===== config.mk =====
export PLATFORM = sky130hd
export DESIGN_NAME = hsv_to_argb_pixel_top
export DESIGN_NICKNAME = d
export VERILOG_FILES = /design/src/hsv2a_pkg.sv /design/src/hsv_to_argb_pixel_top.sv /design/src/hsv2a_prod.sv /design/src/hsv2a_scale.sv /design/src/hsv2a_mux.sv
export SDC_FILE = /design/constraint.sdc
export NUM_CORES = 1
export LEC_CHECK = 0
export CAP_MARGIN = 20
export CORE_UTILIZATION = 40
export DETAILED_ROUTE_END_ITERATION = 16
export DONT_BUFFER_PORTS = 1
export GPL_TIMING_DRIVEN = 0
export PLACE_DENSITY_LB_ADDON = 0.12
export SYNTH_ARGS = -nofsm -noshare
export SYNTH_HDL_FRONTEND = slang
export SYNTH_SLANG_ARGS = --single-unit

===== constraint.sdc =====
create_clock -name clk -period 9.9 [get_ports clk]
set_input_delay 1.98 -clock clk [delete_from_list [all_inputs] [get_ports clk]]
set_output_delay 1.98 -clock clk [all_outputs]
set_load 0.03 [all_outputs]

===== src/hsv2a_pkg.sv =====
`timescale 1ns / 1ps
// ----------------------------------------------------------------------------
// hsv2a_pkg
// Shared types, constants and helpers for the HSV to ARGB pixel pipeline.
// ----------------------------------------------------------------------------
package hsv2a_pkg;

	localparam int unsigned IN_TDATA_W  = 40;
	localparam int unsigned OUT_TDATA_W = 32;

	localparam logic [7:0]  FULL_SCALE = 8'd255;
	localparam logic [15:0] FRAC_SCALE = 16'd65280;   // 255 * 256
	localparam logic [8:0]  SECTOR_STEPS = 9'd256;

	// hue sector codes (hue_angle[10:8])
	localparam logic [2:0] SEC_R_TO_Y  = 3'd0;
	localparam logic [2:0] SEC_Y_TO_G  = 3'd1;
	localparam logic [2:0] SEC_G_TO_C  = 3'd2;
	localparam logic [2:0] SEC_C_TO_B  = 3'd3;
	localparam logic [2:0] SEC_B_TO_M  = 3'd4;
	localparam logic [2:0] SEC_M_TO_R  = 3'd5;
	localparam logic [2:0] SEC_WRAP    = 3'd6;
	localparam logic [2:0] SEC_BLACK   = 3'd7;

	// after stage 1: first-level products
	typedef struct packed {
		logic [7:0]  alpha;
		logic [2:0]  sector;
		logic [7:0]  bright;
		logic [7:0]  inv_sat;    // 255 - s
		logic [15:0] sat_fr;     // s * fr
		logic [15:0] sat_cfr;    // s * (256 - fr)
	} s1_data_t;

	// after stage 2: brightness products, q/t already divided by 256
	typedef struct packed {
		logic [7:0]  alpha;
		logic [2:0]  sector;
		logic [7:0]  bright;
		logic [15:0] prod_p;
		logic [15:0] prod_q;
		logic [15:0] prod_t;
	} s2_data_t;

	// after stage 3: final color terms
	typedef struct packed {
		logic [7:0] alpha;
		logic [2:0] sector;
		logic [7:0] bright;
		logic [7:0] term_p;
		logic [7:0] term_q;
		logic [7:0] term_t;
	} s3_data_t;

	// floor(y / 255) for 16-bit y below 65280: reciprocal estimate, one correction
	function automatic logic [7:0] div255(input logic [15:0] y);
		logic [16:0] sum;
		logic [8:0]  est;
		logic [16:0] back;
		logic [16:0] rem;
		logic [8:0]  res;
		sum  = {1'b0, y} + {9'b0, y[15:8]};
		est  = sum[16:8];
		back = {est, 8'b0} - {8'b0, est};
		rem  = {1'b0, y} - back;
		res  = (rem >= 17'd255) ? est + 9'd1 : est;
		return res[7:0];
	endfunction

endpackage


===== src/hsv_to_argb_pixel_top.sv =====
`timescale 1ns / 1ps
// ----------------------------------------------------------------------------
// hsv_to_argb_pixel_top
// HSV plus alpha to packed 32-bit ARGB pixel converter, stream interface.
// ----------------------------------------------------------------------------
// Takes one word per clock while the pipeline advances and returns one ARGB word
// after it has passed the four register stages (two multiply stages, one
// scaling stage, one select/output stage). All stages advance together when
// the output register is empty or being taken, so throughput is one word per
// cycle whenever the downstream side keeps tready high. Hue is in 1/1536 turn
// units; sector 6 wraps to red, sector 7 gives black with alpha kept.
module hsv_to_argb_pixel_top (
	input  logic                                 clk,
	input  logic                                 arst_n,
	input  logic                                 s_axis_tvalid,
	output logic                                 s_axis_tready,
	// alpha_in[7:0], hue_angle[18:8], sat_level[26:19], bright_level[34:27], zero pad
	input  logic [hsv2a_pkg::IN_TDATA_W-1:0]    s_axis_tdata,
	output logic                                 m_axis_tvalid,
	input  logic                                 m_axis_tready,
	// argb_word[31:0]
	output logic [hsv2a_pkg::OUT_TDATA_W-1:0]   m_axis_tdata
);

	logic                en;
	logic                valid_s2;
	hsv2a_pkg::s2_data_t data_s2;
	logic                valid_s3;
	hsv2a_pkg::s3_data_t data_s3;

	// whole pipeline moves when the output slot frees up
	assign en            = !m_axis_tvalid || m_axis_tready;
	assign s_axis_tready = en;

	hsv2a_prod u_prod (
		.clk          (clk),
		.arst_n       (arst_n),
		.en           (en),
		.in_valid     (s_axis_tvalid),
		.alpha_in     (s_axis_tdata[7:0]),
		.hue_angle    (s_axis_tdata[18:8]),
		.sat_level    (s_axis_tdata[26:19]),
		.bright_level (s_axis_tdata[34:27]),
		.out_valid    (valid_s2),
		.out_data     (data_s2)
	);

	hsv2a_scale u_scale (
		.clk       (clk),
		.arst_n    (arst_n),
		.en        (en),
		.in_valid  (valid_s2),
		.in_data   (data_s2),
		.out_valid (valid_s3),
		.out_data  (data_s3)
	);

	hsv2a_mux u_mux (
		.clk       (clk),
		.arst_n    (arst_n),
		.en        (en),
		.in_valid  (valid_s3),
		.in_data   (data_s3),
		.out_valid (m_axis_tvalid),
		.argb_word (m_axis_tdata)
	);

endmodule


===== src/hsv2a_prod.sv =====
`timescale 1ns / 1ps
// ----------------------------------------------------------------------------
// hsv2a_prod
// Stages 1 and 2: saturation/fraction products, then brightness products.
// ----------------------------------------------------------------------------
module hsv2a_prod (
	input  logic                 clk,
	input  logic                 arst_n,
	input  logic                 en,
	input  logic                 in_valid,
	input  logic [7:0]           alpha_in,
	input  logic [10:0]          hue_angle,
	input  logic [7:0]           sat_level,
	input  logic [7:0]           bright_level,
	output logic                 out_valid,
	output hsv2a_pkg::s2_data_t  out_data
);

	logic                valid_s1;
	hsv2a_pkg::s1_data_t data_s1;
	logic [8:0]          cfrac;
	logic [16:0]         sat_cfr_w;
	logic [23:0]         mq_w;
	logic [23:0]         mt_w;

	assign cfrac     = hsv2a_pkg::SECTOR_STEPS - {1'b0, hue_angle[7:0]};
	assign sat_cfr_w = {9'b0, sat_level} * {8'b0, cfrac};

	always_ff @(posedge clk or negedge arst_n) begin
		if (!arst_n) begin
			valid_s1  <= 1'b0;
			out_valid <= 1'b0;
		end else if (en) begin
			valid_s1  <= in_valid;
			out_valid <= valid_s1;
		end
	end

	always_ff @(posedge clk) begin
		if (en) begin
			data_s1.alpha   <= alpha_in;
			data_s1.sector  <= hue_angle[10:8];
			data_s1.bright  <= bright_level;
			data_s1.inv_sat <= hsv2a_pkg::FULL_SCALE - sat_level;
			data_s1.sat_fr  <= {8'b0, sat_level} * {8'b0, hue_angle[7:0]};
			data_s1.sat_cfr <= sat_cfr_w[15:0];
		end
	end

	assign mq_w = {16'b0, data_s1.bright} * {8'b0, hsv2a_pkg::FRAC_SCALE - data_s1.sat_fr};
	assign mt_w = {16'b0, data_s1.bright} * {8'b0, hsv2a_pkg::FRAC_SCALE - data_s1.sat_cfr};

	always_ff @(posedge clk) begin
		if (en) begin
			out_data.alpha  <= data_s1.alpha;
			out_data.sector <= data_s1.sector;
			out_data.bright <= data_s1.bright;
			out_data.prod_p <= {8'b0, data_s1.bright} * {8'b0, data_s1.inv_sat};
			// dividing by 65280 is dividing by 256, then by 255
			out_data.prod_q <= mq_w[23:8];
			out_data.prod_t <= mt_w[23:8];
		end
	end

endmodule


===== src/hsv2a_scale.sv =====
`timescale 1ns / 1ps
// ----------------------------------------------------------------------------
// hsv2a_scale
// Stage 3: divides the brightness products by full scale to get p, q, t.
// ----------------------------------------------------------------------------
module hsv2a_scale (
	input  logic                 clk,
	input  logic                 arst_n,
	input  logic                 en,
	input  logic                 in_valid,
	input  hsv2a_pkg::s2_data_t  in_data,
	output logic                 out_valid,
	output hsv2a_pkg::s3_data_t  out_data
);

	always_ff @(posedge clk or negedge arst_n) begin
		if (!arst_n) begin
			out_valid <= 1'b0;
		end else if (en) begin
			out_valid <= in_valid;
		end
	end

	always_ff @(posedge clk) begin
		if (en) begin
			out_data.alpha  <= in_data.alpha;
			out_data.sector <= in_data.sector;
			out_data.bright <= in_data.bright;
			out_data.term_p <= hsv2a_pkg::div255(in_data.prod_p);
			out_data.term_q <= hsv2a_pkg::div255(in_data.prod_q);
			out_data.term_t <= hsv2a_pkg::div255(in_data.prod_t);
		end
	end

	// color terms never exceed brightness, and p is the floor of the three
	a_p_le_v: assert property (@(posedge clk) disable iff (!arst_n)
		out_valid |-> out_data.term_p <= out_data.bright)
		else $error("p above brightness");
	a_q_ge_p: assert property (@(posedge clk) disable iff (!arst_n)
		out_valid |-> (out_data.term_q >= out_data.term_p && out_data.term_q <= out_data.bright))
		else $error("q out of range");
	a_t_ge_p: assert property (@(posedge clk) disable iff (!arst_n)
		out_valid |-> (out_data.term_t >= out_data.term_p && out_data.term_t <= out_data.bright))
		else $error("t out of range");

endmodule


===== src/hsv2a_mux.sv =====
`timescale 1ns / 1ps
// ----------------------------------------------------------------------------
// hsv2a_mux
// Stage 4: sector channel select and ARGB packing into the output register.
// ----------------------------------------------------------------------------
module hsv2a_mux (
	input  logic                 clk,
	input  logic                 arst_n,
	input  logic                 en,
	input  logic                 in_valid,
	input  hsv2a_pkg::s3_data_t  in_data,
	output logic                 out_valid,
	output logic [31:0]          argb_word
);

	logic [7:0] red;
	logic [7:0] grn;
	logic [7:0] blu;

	always_comb begin
		red = '0;
		grn = '0;
		blu = '0;
		case (in_data.sector) inside
			hsv2a_pkg::SEC_R_TO_Y, hsv2a_pkg::SEC_WRAP: begin
				red = in_data.bright; grn = in_data.term_t; blu = in_data.term_p;
			end
			hsv2a_pkg::SEC_Y_TO_G: begin
				red = in_data.term_q; grn = in_data.bright; blu = in_data.term_p;
			end
			hsv2a_pkg::SEC_G_TO_C: begin
				red = in_data.term_p; grn = in_data.bright; blu = in_data.term_t;
			end
			hsv2a_pkg::SEC_C_TO_B: begin
				red = in_data.term_p; grn = in_data.term_q; blu = in_data.bright;
			end
			hsv2a_pkg::SEC_B_TO_M: begin
				red = in_data.term_t; grn = in_data.term_p; blu = in_data.bright;
			end
			hsv2a_pkg::SEC_M_TO_R: begin
				red = in_data.bright; grn = in_data.term_p; blu = in_data.term_q;
			end
			default: begin
				// out-of-range sector: black, alpha kept
				red = '0; grn = '0; blu = '0;
			end
		endcase
	end

	always_ff @(posedge clk or negedge arst_n) begin
		if (!arst_n) begin
			out_valid <= 1'b0;
		end else if (en) begin
			out_valid <= in_valid;
		end
	end

	always_ff @(posedge clk) begin
		if (en) begin
			argb_word <= {in_data.alpha, red, grn, blu};
		end
	end

	a_black: assert property (@(posedge clk) disable iff (!arst_n)
		(en && in_valid && in_data.sector == hsv2a_pkg::SEC_BLACK) |=> argb_word[23:0] == 24'd0)
		else $error("black sector gave color");
	a_alpha: assert property (@(posedge clk) disable iff (!arst_n)
		(en && in_valid) |=> argb_word[31:24] == $past(in_data.alpha))
		else $error("alpha not passed through");
	a_peak: assert property (@(posedge clk) disable iff (!arst_n)
		(en && in_valid && in_data.sector != hsv2a_pkg::SEC_BLACK)
		|=> (argb_word[23:16] == $past(in_data.bright) || argb_word[15:8] == $past(in_data.bright)
			|| argb_word[7:0] == $past(in_data.bright)))
		else $error("no channel at brightness");

endmodule

==> impl_metrics.ini <==
[logic_synthesis]
synthMuxAreaShare_pct = 2.49
ys.flop_type = edfxtp_1
ys_ff_latch = 204
synthAdderAreaFrac_pct = 36.4
synth_top_family_by_area = adder cells
synth-simple-area-share_pct = 17.3
synth-xor-area-share_pct = 5.65
synth_compound_area_share_pct = 7.17
synth_top_cell_area_share_pct = 23.3
ys_seq_area_share_pct = 23.7
synth-edff-count = 200
ys_types = 76
yosysMostFrequentCell = inv_1
synth_cells = 2597
syn-num-nets = 3223
yosys-top-cells-area = edfxtp_1 (23%), fa_1 (22%), ha_1 (15%), and2_1 (6.8%), inv_1 (6.4%)
synth_warnings = 0
synth_top_area_cell = edfxtp_1
async_reset_ff_share_pct = 1.96
netlist_top_cells_count = inv_1 (437), ha_1 (303), and2_1 (280), fa_1 (279), nand2_1 (211)
synth_area_um2 = 25700
postSynthAreaPerCell_um2 = 9.91

[die]
dieHeight_um = 256
design.die.area_um2 = 65400
start_util_pct = 40.7
die_x_um = 256
core_um2 = 63300
ios = 78
rows = 92

[global_routing]
grt_pass1_vias = 18900
grt_pass1_wl_um = 99400
grt_max_degree = 71
antenna_found_initial = 1
grt_use_total_pct = 18.8
grt.overflow.total = 0

[min_path]
holdPathEnd = u_prod.out_data[65]$_DFFE_PP_
min_from = u_prod.data_s1[57]$_DFFE_PP_
min_path_type = flop to flop
hold_depth = 0

[finish]
drive_gt1_share_pct = 3.52
nNetsFinal = 3253
area_growth_syn_to_layout_pct = 7.67
fin_util_pct = 43.8
antenna_cells = 0
stdcell_count = 3490
fillers = 6129

[critical_path]
arrival_ns = 7.45
path_max_fanout = 10
timing.rr.start = u_prod.data_s1[0]$_DFFE_PP_
crit_path_end_kind = flop
timing.setup.critical_path_class = primary input to flop
crit_required_ns = 10.19
critPathLaunchType = primary input
reg2reg_depth = 21
r2r_end = u_prod.out_data[30]$_DFFE_PP_
r2r_slack_ns = 2.98

[routing]
via_per_inst = 5.11
wl_per_cell_um = 17.3
ant_nets = 0
vias = 17800
route.detailed.drc = 0
drt-total-wl_um = 60400
dr.pass1.iters = 5
drt-initial-drc-count = 962

[sta]
slew_viol_final = 0
setup_ws_ns = 2.74
setup_violations = 0
finalSetupTns_ns = 0
rsz0062_at_grt = no
relSlewSlack_pct = 36.6
period_share_pct = 72.3
fmax_mhz = 140
fin_skew_ns = 0.0152
hold_viol = 0
layout_min_cycle_time_ns = 7.16
tightest_slew_ns = 0.951

[clocking]
cts_resized = 0
h-tree-depth = 1
clkTransAtPathRegs_ns = 0.06
cts-hold-fix-buffers = 0
clk_path_buf_depth = 3
root_buffer = clkbuf_16
postCtsSetupRepairBufs = 0
clk_latency_ns = 0.55
cts_tree = done
clock-sinks = 204
cts_made_buffers = 25

[placed_design]
dpl.hpwl_um = 49200
portBuffers = 0
dpl.cell_count = 3446
post-place-ws_ns = 2.19
gp_congestion = 0.871

[outcome]
status = completed

[flow_run]
cap_violations = 0
-- how the worst max path moves through the flow --
stage / cells after the start / to / slack, ns / from
2_1_floorplan: 1 / s_axis_tready / 0.85 / m_axis_tready
3_3_place_gp: 1 / s_axis_tready / -1.0 / m_axis_tready
3_5_place_dp: 21 / u_prod.data_s1[15]$_DFFE_PP_ / 2.19 / s_axis_tdata[11]
4_1_cts: 21 / u_prod.data_s1[15]$_DFFE_PP_ / 2.77 / s_axis_tdata[11]
5_1_grt: 21 / u_prod.data_s1[15]$_DFFE_PP_ / 2.40 / s_axis_tdata[11]
6_report: 21 / u_prod.data_s1[15]$_DFFE_PP_ / 2.74 / s_axis_tdata[11]
-- through the flow --
| step | hold WS (ns) | instance area, um2 |
|---|---|---|
| after floorplan | 0.400 | 25700 |
| after global placement | 0.400 | 26800 |
| after detailed placement | 0.405 | 26900 |
| after CTS | 0.419 | 27700 |
| after global routing | 0.426 | 27700 |
| final | 0.416 | 27700 |
-- worst max-delay path, stage by stage --
cell	delay, ns
clkbuf_1	0.41
nor2_1	0.11
nand3_1	0.17
nor2_1	0.07
xnor2_1	0.68
nand2_1	0.18
fa_1	0.53
fa_1	0.54
inv_1	0.05
fa_1	0.48
inv_1	0.05
fa_1	0.47
inv_1	0.04
ha_1	0.30
a21boi_0	0.16
o21ai_0	0.20
nand2b_1	0.11
a21o_1	0.20
a41o_1	0.26
o41a_1	0.32
xnor2_1	0.13
-- logic make-up (layout without fill, tap and decap cells) --
family          Yosys count  in the layout
buf+inv                 501            548
flops                   204            204
xor+xnor                166            166
fa+ha+maj               582            582
mux                      37             37
compound gates          269            269
simple gates            838            838
-- area by class of cell --
cell class,count,area [um2],share of cell area [%]
buffer,62,233,0.839
clock buffer,26,629,2.27
clock inverter,18,196,0.709
inverter,439,1650,5.94
multi-input combinational,1892,17800,64.1
sequential,204,6110,22.0
tap,846,1060,3.82
timing repair buffer,3,82.6,0.298
-- placed cells by master, fill, tap and decap left out, drive strengths merged, types with 7 or more instances in the layout --
master	instances
a211oi	8
a21o	32
a21oi	76
and2	280
and3	18
buf	9
clkbuf	82
clkinv	14
edfxtp	200
fa	279
ha	303
inv	440
mux2i	10
mux4	21
nand2	211
nand2b	28
nand3	24
nand4	26
nand4b	8
nor2	112
nor2b	39
nor3	36
nor4	20
o2111ai	8
o21a	14
o21ai	46
o21bai	7
or2	9
or3	8
xnor2	124
xor2	42
-- sequential cells by signal, indices dropped and copies added, names as in the netlist --
register and cells:
u_prod.out_data 67, u_prod.data_s1 58, u_scale.out_data 43, u_mux.argb_word 32
u_mux.out_valid 1, u_prod.out_valid 1, u_prod.valid_s1 1, u_scale.out_valid 1
-- layer usage --
layer / vias to the layer above / global-route usage (%) / wire (um)
met5: - / 0 / 0
met4: 0 / 3.74 / 1060
met3: 62 / 2.39 / 2500
met2: 322 / 33.2 / 29700
met1: 8819 / 24.6 / 27200
li1: 8646 / - / -
Power is left out: the tool's default activity adds up to more than one toggle a clock period on the data nets, which glitch-free logic cannot reach.
